`config.mk`:
```
export PLATFORM = sky130hd
export DESIGN_NAME = string_hash_bucket_index_core
export DESIGN_NICKNAME = d
export VERILOG_FILES = /design/src/design/shbi_pkg.sv /design/src/design/shbi_front.sv /design/src/design/shbi_fifo.sv /design/src/design/shbi_back.sv /design/src/design/string_hash_bucket_index_core.sv
export SDC_FILE = /design/constraint.sdc
export NUM_CORES = 1
export LEC_CHECK = 0
export CAP_MARGIN = 10
export CORE_AREA = 8 8 165 167
export DETAILED_ROUTE_END_ITERATION = 6
export DIE_AREA = 0 0 173 175
export DONT_BUFFER_PORTS = 1
export PLACE_DENSITY = 0.75
export SLEW_MARGIN = 20
export SYNTH_ARGS = -nofsm -noshare
export SYNTH_HDL_FRONTEND = slang
export SYNTH_SLANG_ARGS = --single-unit
```
`constraint.sdc`:
```
create_clock -name i_clk -period 8.4 [get_ports i_clk]
set_input_delay 0.84 -clock i_clk [delete_from_list [all_inputs] [get_ports i_clk]]
set_output_delay 0.84 -clock i_clk [all_outputs]
set_load 0.05 [all_outputs]
```
`src/design/shbi_pkg.sv`:
```
package shbi_pkg;

    localparam logic [4:0]  C_SEED_SHIFT = 5'd5;     // seed 31 = (1 << 5) - 1
    localparam logic [7:0]  C_SLASH      = 8'h2F;
    localparam logic [7:0]  C_TERM       = 8'h00;
    localparam logic [15:0] C_POS_MAX    = 16'hFFFF;

    // One finished key handed from the hashing front to the modulo back end
    typedef struct packed {
        logic [31:0] hash;
        logic        force_zero;   // key_length was zero on the last item
    } t_key_rec;

    typedef struct packed {
        logic full;
        logic empty;
    } t_q_status;

endpackage

```
`src/design/shbi_front.sv`:
```
module shbi_front
    import shbi_pkg::*;
(
    input  logic        i_clk,
    input  logic        i_rst_n,
    input  logic        i_valid,
    output logic        o_ready,
    input  logic [7:0]  i_key_byte,
    input  logic [15:0] i_key_length,
    input  logic        i_last,
    input  t_q_status   i_q_status,
    output logic        o_push,
    output t_key_rec    o_rec
);

    logic [31:0] r_acc,     n_acc;
    logic [15:0] r_pos,     n_pos;
    logic        r_stopped, n_stopped;
    logic        stop_hit;
    logic        accept;
    logic [31:0] acc_upd;

    assign o_ready = !i_q_status.full;
    assign accept  = i_valid && o_ready;

    // acc * 31 + byte, wrapping
    assign acc_upd = (r_acc << C_SEED_SHIFT) - r_acc + {24'd0, i_key_byte};

    assign stop_hit = (i_key_byte == C_TERM)
                   || ((i_key_length != 16'd0) && (r_pos == i_key_length - 16'd1)
                       && (i_key_byte == C_SLASH));

    always_comb begin
        n_acc     = r_acc;
        n_pos     = r_pos;
        n_stopped = r_stopped;
        if (!r_stopped) begin
            if (stop_hit) begin
                n_stopped = 1'b1;
            end else begin
                n_acc = acc_upd;
            end
        end
        if (r_pos != C_POS_MAX) begin
            n_pos = r_pos + 16'd1;
        end
    end

    assign o_push           = accept && i_last;
    assign o_rec.hash       = n_acc;
    assign o_rec.force_zero = (i_key_length == 16'd0);

    always_ff @(posedge i_clk) begin
        if (!i_rst_n) begin
            r_acc     <= 32'd0;
            r_pos     <= 16'd0;
            r_stopped <= 1'b0;
        end else if (accept) begin
            if (i_last) begin
                r_acc     <= 32'd0;
                r_pos     <= 16'd0;
                r_stopped <= 1'b0;
            end else begin
                r_acc     <= n_acc;
                r_pos     <= n_pos;
                r_stopped <= n_stopped;
            end
        end
    end

endmodule

```
`src/design/shbi_fifo.sv`:
```
module shbi_fifo
    import shbi_pkg::*;
(
    input  logic      i_clk,
    input  logic      i_rst_n,
    input  logic      i_push,
    input  t_key_rec  i_rec,
    input  logic      i_pop,
    output t_key_rec  o_rec,
    output t_q_status o_status
);

    t_key_rec   r_mem [2];
    logic       r_wptr;
    logic       r_rptr;
    logic [1:0] r_count;
    logic       do_push;
    logic       do_pop;

    assign o_status.full  = (r_count == 2'd2);
    assign o_status.empty = (r_count == 2'd0);
    assign do_push = i_push && !o_status.full;
    assign do_pop  = i_pop && !o_status.empty;
    assign o_rec   = r_mem[r_rptr];

    always_ff @(posedge i_clk) begin
        if (do_push) begin
            r_mem[r_wptr] <= i_rec;
        end
    end

    always_ff @(posedge i_clk) begin
        if (!i_rst_n) begin
            r_wptr  <= 1'b0;
            r_rptr  <= 1'b0;
            r_count <= 2'd0;
        end else begin
            if (do_push) begin
                r_wptr <= ~r_wptr;
            end
            if (do_pop) begin
                r_rptr <= ~r_rptr;
            end
            r_count <= r_count + {1'b0, do_push} - {1'b0, do_pop};
        end
    end

    a_no_overflow: assert property (@(posedge i_clk) disable iff (!i_rst_n)
        r_count <= 2'd2)
        else $error("key queue count out of range");

    a_push_when_full: assert property (@(posedge i_clk) disable iff (!i_rst_n)
        o_status.full |-> !i_push)
        else $error("key pushed into a full queue");

endmodule

```
`src/design/shbi_back.sv`:
```
module shbi_back
    import shbi_pkg::*;
(
    input  logic        i_clk,
    input  logic        i_rst_n,
    input  logic [31:0] i_bucket_count,
    input  t_q_status   i_q_status,
    input  t_key_rec    i_rec,
    output logic        o_pop,
    output logic        o_valid,
    input  logic        i_ready,
    output logic [31:0] o_index
);

    localparam logic [1:0] ST_IDLE = 2'd0;
    localparam logic [1:0] ST_RUN  = 2'd1;
    localparam logic [1:0] ST_DONE = 2'd2;

    logic [1:0]  r_state;
    logic [31:0] r_rem;
    logic [31:0] r_dvd;
    logic [31:0] r_div;
    logic [4:0]  r_cnt;
    logic        r_out_valid;
    logic [31:0] r_out;
    logic [32:0] rem_sh;
    logic        sub_ok;
    logic [32:0] rem_sub;
    logic        out_free;

    assign o_pop    = (r_state == ST_IDLE) && !i_q_status.empty;
    assign out_free = !r_out_valid || i_ready;
    assign o_valid  = r_out_valid;
    assign o_index  = r_out;

    // restoring step: one dividend bit per cycle, remainder only
    assign rem_sh  = {r_rem, r_dvd[31]};
    assign sub_ok  = rem_sh >= {1'b0, r_div};
    assign rem_sub = rem_sh - {1'b0, r_div};

    always_ff @(posedge i_clk) begin
        if (!i_rst_n) begin
            r_state     <= ST_IDLE;
            r_out_valid <= 1'b0;
        end else begin
            if (r_out_valid && i_ready) begin
                r_out_valid <= 1'b0;
            end
            case (r_state)
                ST_IDLE: begin
                    if (o_pop) begin
                        r_rem <= 32'd0;
                        r_dvd <= i_rec.hash;
                        r_div <= i_bucket_count;
                        r_cnt <= 5'd31;
                        if (i_rec.force_zero || (i_bucket_count == 32'd0)) begin
                            r_state <= ST_DONE;
                        end else begin
                            r_state <= ST_RUN;
                        end
                    end
                end
                ST_RUN: begin
                    r_rem <= sub_ok ? rem_sub[31:0] : rem_sh[31:0];
                    r_dvd <= {r_dvd[30:0], 1'b0};
                    r_cnt <= r_cnt - 5'd1;
                    if (r_cnt == 5'd0) begin
                        r_state <= ST_DONE;
                    end
                end
                ST_DONE: begin
                    if (out_free) begin
                        r_out       <= r_rem;
                        r_out_valid <= 1'b1;
                        r_state     <= ST_IDLE;
                    end
                end
                default: begin
                    r_state <= ST_IDLE;
                end
            endcase
        end
    end

    a_rem_bound: assert property (@(posedge i_clk) disable iff (!i_rst_n)
        (r_state == ST_RUN) |-> (r_rem < r_div))
        else $error("partial remainder not below bucket count");

    a_done_result: assert property (@(posedge i_clk) disable iff (!i_rst_n)
        (r_state == ST_DONE) |-> ((r_rem < r_div) || (r_rem == 32'd0)))
        else $error("final remainder out of range");

    a_load_result: assert property (@(posedge i_clk) disable iff (!i_rst_n)
        ((r_state == ST_DONE) && out_free) |=> (r_out_valid && (r_out == $past(r_rem))))
        else $error("result register not loaded from divider");

endmodule

```
`src/design/string_hash_bucket_index_core.sv`:
```
// String hash bucket index. Key bytes arrive one item per cycle on s_axis, while the key
// queue is not full, and are folded into a wrapping 32-bit hash (hash * 31 + byte); a zero
// byte, or a '/' at position key_length-1, freezes the hash for the rest of the key. The
// item with tlast set closes the key and queues its hash; a bit-serial restoring divider
// then reduces it modulo bucket_count in 32 divider steps and emits one 32-bit index on
// m_axis, or index 0 when key_length or bucket_count is zero. The divider takes a new
// key only after it has handed off the last one; a two-entry queue lets the next key
// hash while the previous one is reduced. bucket_count is written through i_cfg_we /
// i_cfg_wdata; the user must write it only while the block is idle, as the block itself
// does not enforce it; its reset value is 0 (index 0).
module string_hash_bucket_index_core
    import shbi_pkg::*;
(
    input  logic        i_clk,
    input  logic        i_rst_n,
    input  logic        i_cfg_we,
    input  logic [31:0] i_cfg_wdata,
    input  logic        s_axis_tvalid,
    output logic        s_axis_tready,
    input  logic [23:0] s_axis_tdata,   // [7:0] key_byte, [23:8] key_length
    input  logic        s_axis_tlast,   // last_byte
    output logic        m_axis_tvalid,
    input  logic        m_axis_tready,
    output logic [31:0] m_axis_tdata    // [31:0] bucket_index
);

    logic [31:0] r_bucket_count;
    logic        push;
    logic        pop;
    t_key_rec    push_rec;
    t_key_rec    head_rec;
    t_q_status   q_status;

    always_ff @(posedge i_clk) begin
        if (!i_rst_n) begin
            r_bucket_count <= 32'd0;
        end else if (i_cfg_we) begin
            r_bucket_count <= i_cfg_wdata;
        end
    end

    shbi_front u_front (
        .i_clk        (i_clk),
        .i_rst_n      (i_rst_n),
        .i_valid      (s_axis_tvalid),
        .o_ready      (s_axis_tready),
        .i_key_byte   (s_axis_tdata[7:0]),
        .i_key_length (s_axis_tdata[23:8]),
        .i_last       (s_axis_tlast),
        .i_q_status   (q_status),
        .o_push       (push),
        .o_rec        (push_rec)
    );

    shbi_fifo u_fifo (
        .i_clk    (i_clk),
        .i_rst_n  (i_rst_n),
        .i_push   (push),
        .i_rec    (push_rec),
        .i_pop    (pop),
        .o_rec    (head_rec),
        .o_status (q_status)
    );

    shbi_back u_back (
        .i_clk          (i_clk),
        .i_rst_n        (i_rst_n),
        .i_bucket_count (r_bucket_count),
        .i_q_status     (q_status),
        .i_rec          (head_rec),
        .o_pop          (pop),
        .o_valid        (m_axis_tvalid),
        .i_ready        (m_axis_tready),
        .o_index        (m_axis_tdata)
    );

endmodule
```
-- After elaboration in Yosys (flattened, before gate mapping)
Memories as Yosys holds them, arrays and structs flattened. A register that Yosys moved wholly into a read port is not among the register bits.
Cells that the tools add are included.
- memories: 1
- bits in registers: 221
- output and inout port bits: 34
- RAM bits: 66
- logic and storage cells: 90
- bits of input ports: 62
- muxes and demuxes: 27
- add/subtract/negate cells: 8
- reduce and logical (&&, ||, !) cells: 28
- equality and inequality tests: 9
- magnitude comparators: 1
- bitwise logic cells: 2
- memory list (name ; words ; bits a word ; rd ports ; clocked after memory_dff ; write ports ; line ; RTL):
    u_fifo.r_mem ; 2 ; 33 ; 1 ; 1 ; 1 ; shbi_fifo.sv:13 ; t_key_rec r_mem [2];
- operators with widths (operator ; count):
    $mux 32 ; 6
    $pmux 32 s2 ; 2
    $sub 32x32->32 ; 2
    $ge 33x32->1 ; 1
    $add 32x8->32 ; 1
    $logic_not 32->1 ; 1
    $mux 16 ; 2
    $add 16x1->16 const B ; 1
    $eq 16x16->1 ; 1
    $logic_not 16->1 ; 1
    $ne 16x16->1 const B ; 1
    $reduce_bool 16->1 ; 1
    $sub 16x1->16 const B ; 1
    $reduce_and 3->1 ; 4
    $mux 1 ; 10
    $pmux 5 s2 ; 1
    $eq 8x6->1 const B ; 1
    $logic_and 1x1->1 ; 8
    $logic_not 8->1 ; 1
    $mux 2 ; 4
    $pmux 2 s3 ; 1
    $logic_not 5->1 ; 1
    $mux 5 ; 1
    $sub 5x1->5 const B ; 1
    other kinds (12) ; 21

-- Logic depth before layout (Yosys ltp)
Gate-level depths: netlist of run 1.
- depth after elaboration: 8
- gate-level depth with buffers: 15
- mapped depth without buffers: 15

-- By module
Synthesis of run 1 repeated with hierarchy kept, for this count alone.
- cell total of the unflattened synthesis: 1549
- area, all modules: 16384.5 µm²
- by module, submodules not included (module ; cells an instance ; times used ; area an instance (µm²) ; seq. area each (µm²)):
    shbi_back ; 708 ; 1 ; 7437.1 ; 4053.9
    shbi_front ; 608 ; 1 ; 4932.2 ; 980.9
    shbi_fifo ; 130 ; 1 ; 2771.4 ; 2082.0
    string_hash_bucket_index_core ; 103 ; 1 ; 1243.7 ; 640.6

-- Worst setup path before layout of run 1
Ideal clock, no wire load.
- kind: input -> register
- start: input i_rst_n
- end: register u_back.r_cnt[0] (enable)
- setup slack: 1.386 ns
- arrival: 6.419 ns
- buffers on the path: 2
- stages on the path: 3
- setup time: 0.595 ns
- data required time: 7.805 ns
- cell sequence: clkbuf_1 clkbuf_1 nor3b_1
- longest elaborated chain between the ends: 1
- ends and longest elaborated chain (element ; line ; RTL):
    from (decl) ; string_hash_bucket_index_core.sv:15 ; input logic i_rst_n,
    $reduce_and 3->1 (no line) ; - ;
    to (signal assigned) ; shbi_back.sv:66 ; r_cnt <= r_cnt - 5'd1;
    to (decl) ; shbi_back.sv:23 ; logic [4:0] r_cnt;
Every way passes these cells.
A chain may end at the register's enable or synchronous reset.

-- Worst setup path in the final report of run 1
- start: input s_axis_tdata[8]
- end: register u_front.r_acc[24]
- longest elaborated chain between the ends: 8
- elaborated cells on any way between the ends: 9
- classes of those cells: 1 x add/sub; 1 x eq/ne; 3 x mux; 4 x reduce/logical
- ends and longest elaborated chain (element ; line ; RTL):
    from (decl) ; string_hash_bucket_index_core.sv:20 ; input logic [23:0] s_axis_tdata,
    $sub 16x1->16 ; shbi_front.sv:30 ; || ((i_key_length != 16'd0) && (r_pos == i_key_length - 16'd1)
    $eq 16x16->1 ; shbi_front.sv:30 ;
    $logic_and 1x1->1 * ; shbi_front.sv:30 ;
    $logic_and 1x1->1 * ; shbi_front.sv:31 ; && (i_key_byte == C_SLASH));
    $logic_or 1x1->1 * ; shbi_front.sv:30 ;
    $mux 32 * ; shbi_front.sv:38 ; if (stop_hit) begin
    $mux 32 * ; shbi_front.sv:37 ; if (!r_stopped) begin
    $mux 32 * ; shbi_front.sv:59 ; if (i_last) begin
    to (signal assigned) ; shbi_front.sv:64 ; r_acc <= n_acc;
    to (decl) ; shbi_front.sv:16 ; logic [31:0] r_acc, n_acc;
Every way passes the cells marked *; elsewhere a longest branch is shown, timed or not.

==> impl_metrics.ini, run 1 <==
[detailed_routing]
wirelength_um = 31300
drc = 0
num_vias = 10400
vias_per_cell = 5.96
avgRoutedWirePerCell_um = 18.0
ant_nets = 0
first_pass_iters = 5
drt_iter0_drc = 663

[worst_setup_path]
crit_path_end_kind = register
critPathRequiredTime_ps = 8880
slowest_delay_ps = 590
critPathBufInv = 2
path_max_fanout = 45
cp_slowest_cell = or4_1
start_kind = primary input
crit_chain = inv_1, ha_1, xor3_1, o32ai_1, a221oi_1, a2111o_1, or4_1, o31ai_4, buf_4, a21oi_1, nor2b_2, a22o_1
crit_type = primary input to register
cpLargestDelayFamily = compound AO/OA/AOI/OAI gates
arrival_ps = 4570

[pwr]
vdd_drop_max_uv = 200
powerDensity_nw_per_um2 = 394
clockPowerShare = 0.187
p_int_mw = 4.13
comb_power_share = 0.449
swShare = 0.370
p_switching_mw = 2.43
power_mw = 6.56
total_leakage_power_nw = 6.43
seqPwrFrac = 0.364

[logic_synthesis]
synth_flop_cell = edfxtp_1
synth_mux_area_frac = 0.0798
syn-cell-area_sq_um = 15400
synth_top_family_by_area = simple AND/OR/NAND/NOR gates
ys_warn_count = 0
synth_most_common_cell = edfxtp_1
synth-edff-count = 199
synth_cell_types = 64
synth.largest_area_cell = edfxtp_1
ys_seq_area_frac = 0.503
synth-xor-area-share = 0.0525
syn-num-nets = 1564
synth-simple-area-share = 0.123
ys_async_sr_fraction = 0
syn-instance-count = 1401
synth_compound_area_frac = 0.120
ys_ff_latch = 288
synth_fa_ha_area_frac = 0.0844
synth_area_per_cell_sq_um = 11.0
synth_commonest_cells = 199 x edfxtp_1, 96 x ha_1, 96 x mux2i_1, 96 x nand2_1, 93 x nor2_1
synth_area_leaders = edfxtp_1 39%, dfxtp_1 12%, ha_1 7.8%
synth_top_area_share = 0.388

[timing]
max_slew_margin = 0.310
fin_crit_ps = 4090
finalCritPeriodShare = 0.487
finalSetupTns_ps = 0
grt_setup_unrepaired = false
hold_viol = 0
drv_slew = 0
finalClockSkew_ps = 10.3
fmax_mhz = 244
finalSetupViolCount = 0
worst_slew_pin_slew_ps = 1030

[grt]
grt_first_pass_wirelength_um = 50500
antenna_found_initial = 0
overflow = 0
grt_pass1_vias = 10100
grt_use_total = 0.200
grt_max_degree = 71

[cts]
clock-sinks = 288
cts.path.max_buffers = 3
worstSkewPairLatency_ps = 540
hold_buffers = 0
postCtsSetupBuffers = 0
cts_tree = done
htreeDepth = 1
path_clk_slew_ps = 60
cts-resized-gates = 0
cts_made_buffers = 29
root_buffer = clkbuf_16

[place]
portBuffers = 0
dp_hpwl_um = 22100
place_area_sq_um = 15700
gp_congestion = 0.858
placed_cells = 1683

[final_layout]
design_area_sq_um = 16700
syn2layout_area_growth_pct = 7.98
finalNonFillerCells = 1739
nets = 1549
diodes = 0
drive_above_1_share = 0.0681

[floorplanning]
die_h_um = 175
row_count = 58
die-width_um = 173
ioPinCount = 96
core-area_sq_um = 24700
start_util = 0.625
die_area_sq_um = 30300

[min_path]
hold_path.class = primary input to register

[flow_run]
maxCapViolations = 0

[status]
status = finished, final reports clean
flip-flops by register name, indices dropped and copies added, names as in the netlist, named ones only:
register / flops
u_fifo.r_mem: 66
r_bucket_count: 32
u_back.o_index: 32
u_back.r_cnt: 5
u_front.r_stopped: 1
u_fifo.r_rptr: 1
u_front.r_acc: 32
u_back.o_valid: 1
u_back.r_rem: 32
u_back.r_dvd: 32
u_back.r_div: 32
u_fifo.r_wptr: 1
u_fifo.r_count: 2
u_front.r_pos: 16
u_back.r_state: 2
power groups by stage:
| stage | Clock [mW] | Combinational, mW | Sequential [mW] |
|---|---|---|---|
| 3_5_place_dp | 0 | 2.87 | 2.43 |
| 6_report | 1.23 | 2.94 | 2.39 |
| 4_1_cts | 1.25 | 2.91 | 2.41 |
| 2_1_floorplan | 0 | 2.37 | 2.34 |
| 3_3_place_gp | 0 | 2.78 | 2.42 |
| 5_1_grt | 1.30 | 3.30 | 2.42 |
per-layer routing:
metal / vias to the layer above / global-route usage / part of all wire
met5: - / 0 / 0
met4: 0 / 0.0510 / 0.016
met3: 37 / 0.0328 / 0.051
met2: 247 / 0.362 / 0.50
met1: 4992 / 0.243 / 0.43
li1: 5090 / - / -
area by class of cell:
cell class                      count  area [sq um]
Clock buffer                       44           832
Clock inverter                     10          81.3
Fill cell                        1855          8020
Inverter                           88           330
Multi-Input combinational cell    968          7120
Sequential cell                   288          7760
Tap cell                          330           413
Timing Repair Buffer               11           115
cell usage in the layout, fill, tap and decap left out, drive strengths merged, types with 14 or more instances in the layout:
| cell | count |
|---|---|
| a32o | 15 |
| a21o | 29 |
| dfxtp | 89 |
| inv | 90 |
| a22o | 16 |
| xnor2 | 48 |
| o21ai | 76 |
| and2 | 14 |
| and3 | 15 |
| edfxtp | 199 |
| ha | 96 |
| a21oi | 59 |
| mux2i | 96 |
| xor2 | 39 |
| nor2b | 50 |
| clkbuf | 44 |
| nand3 | 21 |
| nor2 | 93 |
| nand2 | 96 |
| nor3 | 20 |
| mux2 | 24 |
| nor4 | 14 |
through the flow:
stage | setup WS (ps) | util | hold WS [ps]
final | 4310 | 0.675 | 432
after global routing | 4060 | 0.675 | 417
after CTS | 4060 | 0.673 | 412
after detailed placement | 3510 | 0.636 | 454
after global placement | 3600 | 0.636 | 452
after floorplan | 1390 | - | 428
cell families (layout without fill, tap and decap cells):
family                     count (synthesis)  after routing
xor gates and xnor gates                  89             89
buffers and inverters                    145            153
muxes                                    120            120
AOI/OAI and AO/OA                        278            278
and+or+nand+nor                          380            380
DFF                                      288            288
adders and majority gates                101            101
final timing paths:
path | start | endpoint | slack [ps] | cells past startpoint
max | s_axis_tdata[8] | u_front.r_acc[24] | 4310 | 12
min | i_rst_n | u_fifo.r_wptr | 430 | 1
min reg2reg | r_bucket_count[12] | u_back.r_div[12] | 470 | 0
max reg2reg | u_front.r_acc[2] | u_fifo.r_mem[1][31] | 4360 | 14
Power figures use the tool's default switching activity.
==> inputs of run 2 (changes only) <==
--- a/config.mk
+++ b/config.mk
@@ -6,11 +6,11 @@
 export NUM_CORES = 1
 export LEC_CHECK = 0
 export CAP_MARGIN = 10
-export CORE_AREA = 8 8 165 167
+export CORE_AREA = 8 8 173 175
 export DETAILED_ROUTE_END_ITERATION = 6
-export DIE_AREA = 0 0 173 175
+export DIE_AREA = 0 0 181 183
 export DONT_BUFFER_PORTS = 1
-export PLACE_DENSITY = 0.75
+export PLACE_DENSITY = 0.71
 export SLEW_MARGIN = 20
 export SYNTH_ARGS = -nofsm -noshare
 export SYNTH_HDL_FRONTEND = slang
==> constraint.sdc (replaced) <==
create_clock -name i_clk -period 3.73 [get_ports i_clk]
set_input_delay 0.373 -clock i_clk [delete_from_list [all_inputs] [get_ports i_clk]]
set_output_delay 0.373 -clock i_clk [all_outputs]
set_load 0.05 [all_outputs]
==> impl_metrics.ini, run 2 (synthesized netlist as in run 1, its figures left out) <==
[detailed_routing]
vias_per_cell = 5.80
num_vias = 10600
wirelength_um = 32800
drc = 0
drt_iter0_drc = 587
ant_nets = 0
first_pass_iters = 6
avgRoutedWirePerCell_um = 18.0

[grt]
grt_max_degree = 57
antenna_found_initial = 2
grt_use_total = 0.195
grt_first_pass_wirelength_um = 53200
grt_pass1_vias = 10400
overflow = 0

[timing]
finalSetupTns_ps = 0
worst_slew_pin_slew_ps = 791
finalCritPeriodShare = 0.955
finalClockSkew_ps = 9.99
max_slew_margin = 0.472
hold_viol = 0
drv_slew = 0
worst_slack_ps = 168
fin_crit_ps = 3560
fmax_mhz = 281
finalSetupViolCount = 0

[cts]
htreeDepth = 1
root_buffer = clkbuf_16
clock-sinks = 288
worstSkewPairLatency_ps = 540
cts_made_buffers = 29
cts_tree = done
cts.path.max_buffers = 3
path_clk_slew_ps = 70

[worst_setup_path]
start_kind = register
arrival_ps = 4030
crit_chain = inv_1, ha_1, ha_1, fa_1, a211oi_2, o21ai_0, a21oi_2, a21oi_2, a31oi_2, buf_4, o21ai_0, o22ai_1, mux2i_1, buf_4, nand4_1, o211ai_1
cp_slowest_cell = fa_1
path_max_fanout = 3
critPathRequiredTime_ps = 4200
crit_path_end_kind = register
slowest_delay_ps = 420
crit_type = register to register

[floorplanning]
die_h_um = 183
ioPinCount = 96
row_count = 61
start_util = 0.564
core-area_sq_um = 27300
die_area_sq_um = 33100
die-width_um = 181

[pwr]
vdd_drop_max_uv = 580
powerDensity_nw_per_um2 = 881
power_mw = 15.2
total_leakage_power_nw = 6.75

[place]
dp_hpwl_um = 23300
place_area_sq_um = 16100
pre_cts_ws_ps = 47.4
gp_congestion = 0.922
portBuffers = 0

[flow_run]
maxCapViolations = 0

[status]
status = finished, final reports clean

[final_layout]
nets = 1612
largest_reg_flops = 66
largest_register = u_fifo.r_mem
design_area_sq_um = 17300
syn2layout_area_growth_pct = 12.2
final_common_cell = edfxtp_1
layout_common_cells = 199 x edfxtp_1, 96 x nand2_1, 96 x mux2i_1, 96 x ha_1, 91 x nor2_1
drive_above_1_share = 0.106

[min_path]
hold_path.class = primary input to register
run 2: worst max-delay path, delay by kind of cell, from the launching register on:
family,cells,cell delay [ps]
compound gates,8,1360
buf+inv,3,410
flops,1,350
simple gates,1,90
fa+ha+maj,3,940
mux,1,320
run 2: path summary, 6_finish.rpt:
path                startpoint                 end  slack [ps]  cells past startpoint
min reg2reg  r_bucket_count[0]     u_back.r_div[0]         460                      0
min            i_cfg_wdata[27]  r_bucket_count[27]          10                      2
max reg2reg   u_front.r_acc[1]   u_front.r_acc[31]         170                     16
max           u_front.r_acc[1]   u_front.r_acc[31]         170                     16
run 2: power by group:
group / total (mW) / leakage, nW / internal (mW) / switching, mW
clock: 2.84 / 0.452 / 1.63 / 1.22
sequential: 5.35 / 2.56 / 4.79 / 0.566
combinational: 7.05 / 3.74 / 3.21 / 3.84
run 2: layout make-up:
| class | count | area [sq um] |
|---|---|---|
| tap | 346 | 433 |
| timing repair buffer | 74 | 661 |
| antenna | 2 | 5.00 |
| multi-input combinational | 968 | 7170 |
| clock inverter | 19 | 170 |
| fill | 2164 | 10000 |
| inverter | 88 | 330 |
| clock buffer | 34 | 774 |
| sequential | 288 | 7760 |
run 2: metal layers:
layer	vias up	GRT usage	routed length, um
li1	5213	-	-
met3	55	0.0259	1350
met5	-	0	0
met4	0	0.0508	807
met2	221	0.355	16300
met1	5069	0.241	14400
run 2: what timing repair did:
item,4_1_cts,5_1_grt
hold endpoints to repair,56,0
hold buffers,23,0
resized for setup,0,13
endpoints found under the setup margin,0,32
buffers inserted,0,0
run 2: stage by stage:
step	std cells	utilization	hold slack, ps
6_report	1819	0.633	11.9
5_1_grt	1819	0.633	14.6
4_1_cts	1817	0.632	1.25
3_5_place_dp	1741	0.588	444
3_3_place_gp	1741	0.588	445
2_1_floorplan	1401	-	428
==> inputs of run 3 (changes only) <==
--- a/config.mk
+++ b/config.mk
@@ -11,6 +11,7 @@
 export DIE_AREA = 0 0 181 183
 export DONT_BUFFER_PORTS = 1
 export PLACE_DENSITY = 0.71
+export SETUP_SLACK_MARGIN = 0.5
 export SLEW_MARGIN = 20
 export SYNTH_ARGS = -nofsm -noshare
 export SYNTH_HDL_FRONTEND = slang
==> impl_metrics.ini, run 3 (synthesized netlist as in run 1, its figures left out) <==
[worst_setup_path]
path_max_fanout = 3
crit_path_end_kind = register
arrival_ps = 3740
crit_type = register to register
critPathRequiredTime_ps = 4040
start_kind = register
reg2regPathDepth = 13

[cts]
clock-sinks = 288
htreeDepth = 1
path_clk_slew_ps = 60
worstSkewPairLatency_ps = 560
root_buffer = clkbuf_16
cts.path.max_buffers = 3
cts_made_buffers = 30
cts_tree = done

[grt]
overflow = 0
grt_pass1_vias = 10900
grt_use_total = 0.205
grt_max_degree = 70
grt_first_pass_wirelength_um = 55900
antenna_found_initial = 1

[detailed_routing]
wirelength_um = 35800
avgRoutedWirePerCell_um = 19.1
num_vias = 11000
ant_nets = 0
drc = 0
drt_iter0_drc = 649
vias_per_cell = 5.86
first_pass_iters = 5

[floorplanning]
start_util = 0.564
ioPinCount = 96
die_area_sq_um = 33100
die-width_um = 181
die_h_um = 183
row_count = 61
core-area_sq_um = 27300

[pwr]
total_leakage_power_nw = 7.22
vdd_drop_max_uv = 602
power_mw = 17.2
powerDensity_nw_per_um2 = 919

[place]
place_area_sq_um = 16000
gp_congestion = 0.902
dp_hpwl_um = 22800
portBuffers = 0

[timing]
drv_slew = 0
max_slew_margin = 0.346
finalClockSkew_ps = 32.2
finalSetupViolCount = 0
finalSetupTns_ps = 0
fmax_mhz = 292
worst_slew_pin_slew_ps = 981
fin_crit_ps = 3430
hold_viol = 0
grt_setup_unrepaired = true
finalCritPeriodShare = 0.919

[final_layout]
largest_reg_flops = 66
final_common_cell = edfxtp_1
final_util = 0.685
layout_common_cells = 199 x edfxtp_1, 95 x nand2_1, 93 x mux2i_1
nets = 1667
syn2layout_area_growth_pct = 21.4
design_area_sq_um = 18700
drive_above_1_share = 0.188
largest_register = u_fifo.r_mem

[flow_run]
maxCapViolations = 0

[status]
status = finished, final reports clean

[min_path]
hold_path.class = primary input to register
whs_path_depth = 2
run 3: worst paths after layout:
check                   startpoint                  end  slack [ps]
hold / removal      i_cfg_wdata[3]    r_bucket_count[3]          20
hold reg to reg   u_back.r_rem[31]   u_back.o_index[31]         460
setup reg to reg  u_front.r_acc[5]  u_fifo.r_mem[0][31]         300
setup / recovery  u_front.r_acc[5]  u_fifo.r_mem[0][31]         300
run 3: timing repair:
item	in CTS	in global routing
setup buffers	26	26
hold endpoints to repair	58	0
setup endpoints to repair	105	103
gates resized for setup	62	90
gates cloned	4	0
pin swaps	28	33
hold buffers	47	0
run 3: report_power, final:
part | switching [mW] | internal [mW] | total, mW
clock | 1.25 | 1.98 | 3.23
sequential | 0.556 | 4.79 | 5.35
combinational | 4.48 | 4.14 | 8.61
run 3: cell type report:
| type | instances | area [sq um] |
|---|---|---|
| antenna | 1 | 2.50 |
| clock buffer | 46 | 956 |
| clock inverter | 10 | 153 |
| fill | 1953 | 8600 |
| inverter | 88 | 338 |
| multi-input combinational | 968 | 7760 |
| sequential | 288 | 7780 |
| tap | 346 | 433 |
| timing repair buffer | 128 | 1300 |
run 3: per-layer routing:
layer | share of wire | global-route usage
met4 | 0.025 | 0.0685
met5 | 0 | 0
met2 | 0.50 | 0.375
met3 | 0.052 | 0.0309
met1 | 0.42 | 0.245
run 3: through the flow:
step | worst slack (ps) | hold slack (ps) | instances
global route | 183 | 8.58 | 1875
global placement | 198 | 447 | 1715
CTS | 369 | 0.152 | 1848
detailed placement | 70.1 | 447 | 1715
finish | 303 | 17.9 | 1875
floorplan | 382 | 428 | 1401
run 3: worst max-delay path, stage by stage, from the launching register on:
cell and delay [ps]:
dfxtp_2 340, inv_2 40, fa_1 540, ha_4 230, and2_4 150, o211ai_1 280, o31ai_4 140, a211oi_2 290
a221o_1 250, o21ai_2 80, a311o_1 300, a21oi_2 180, xnor2_2 90, mux2_4 280
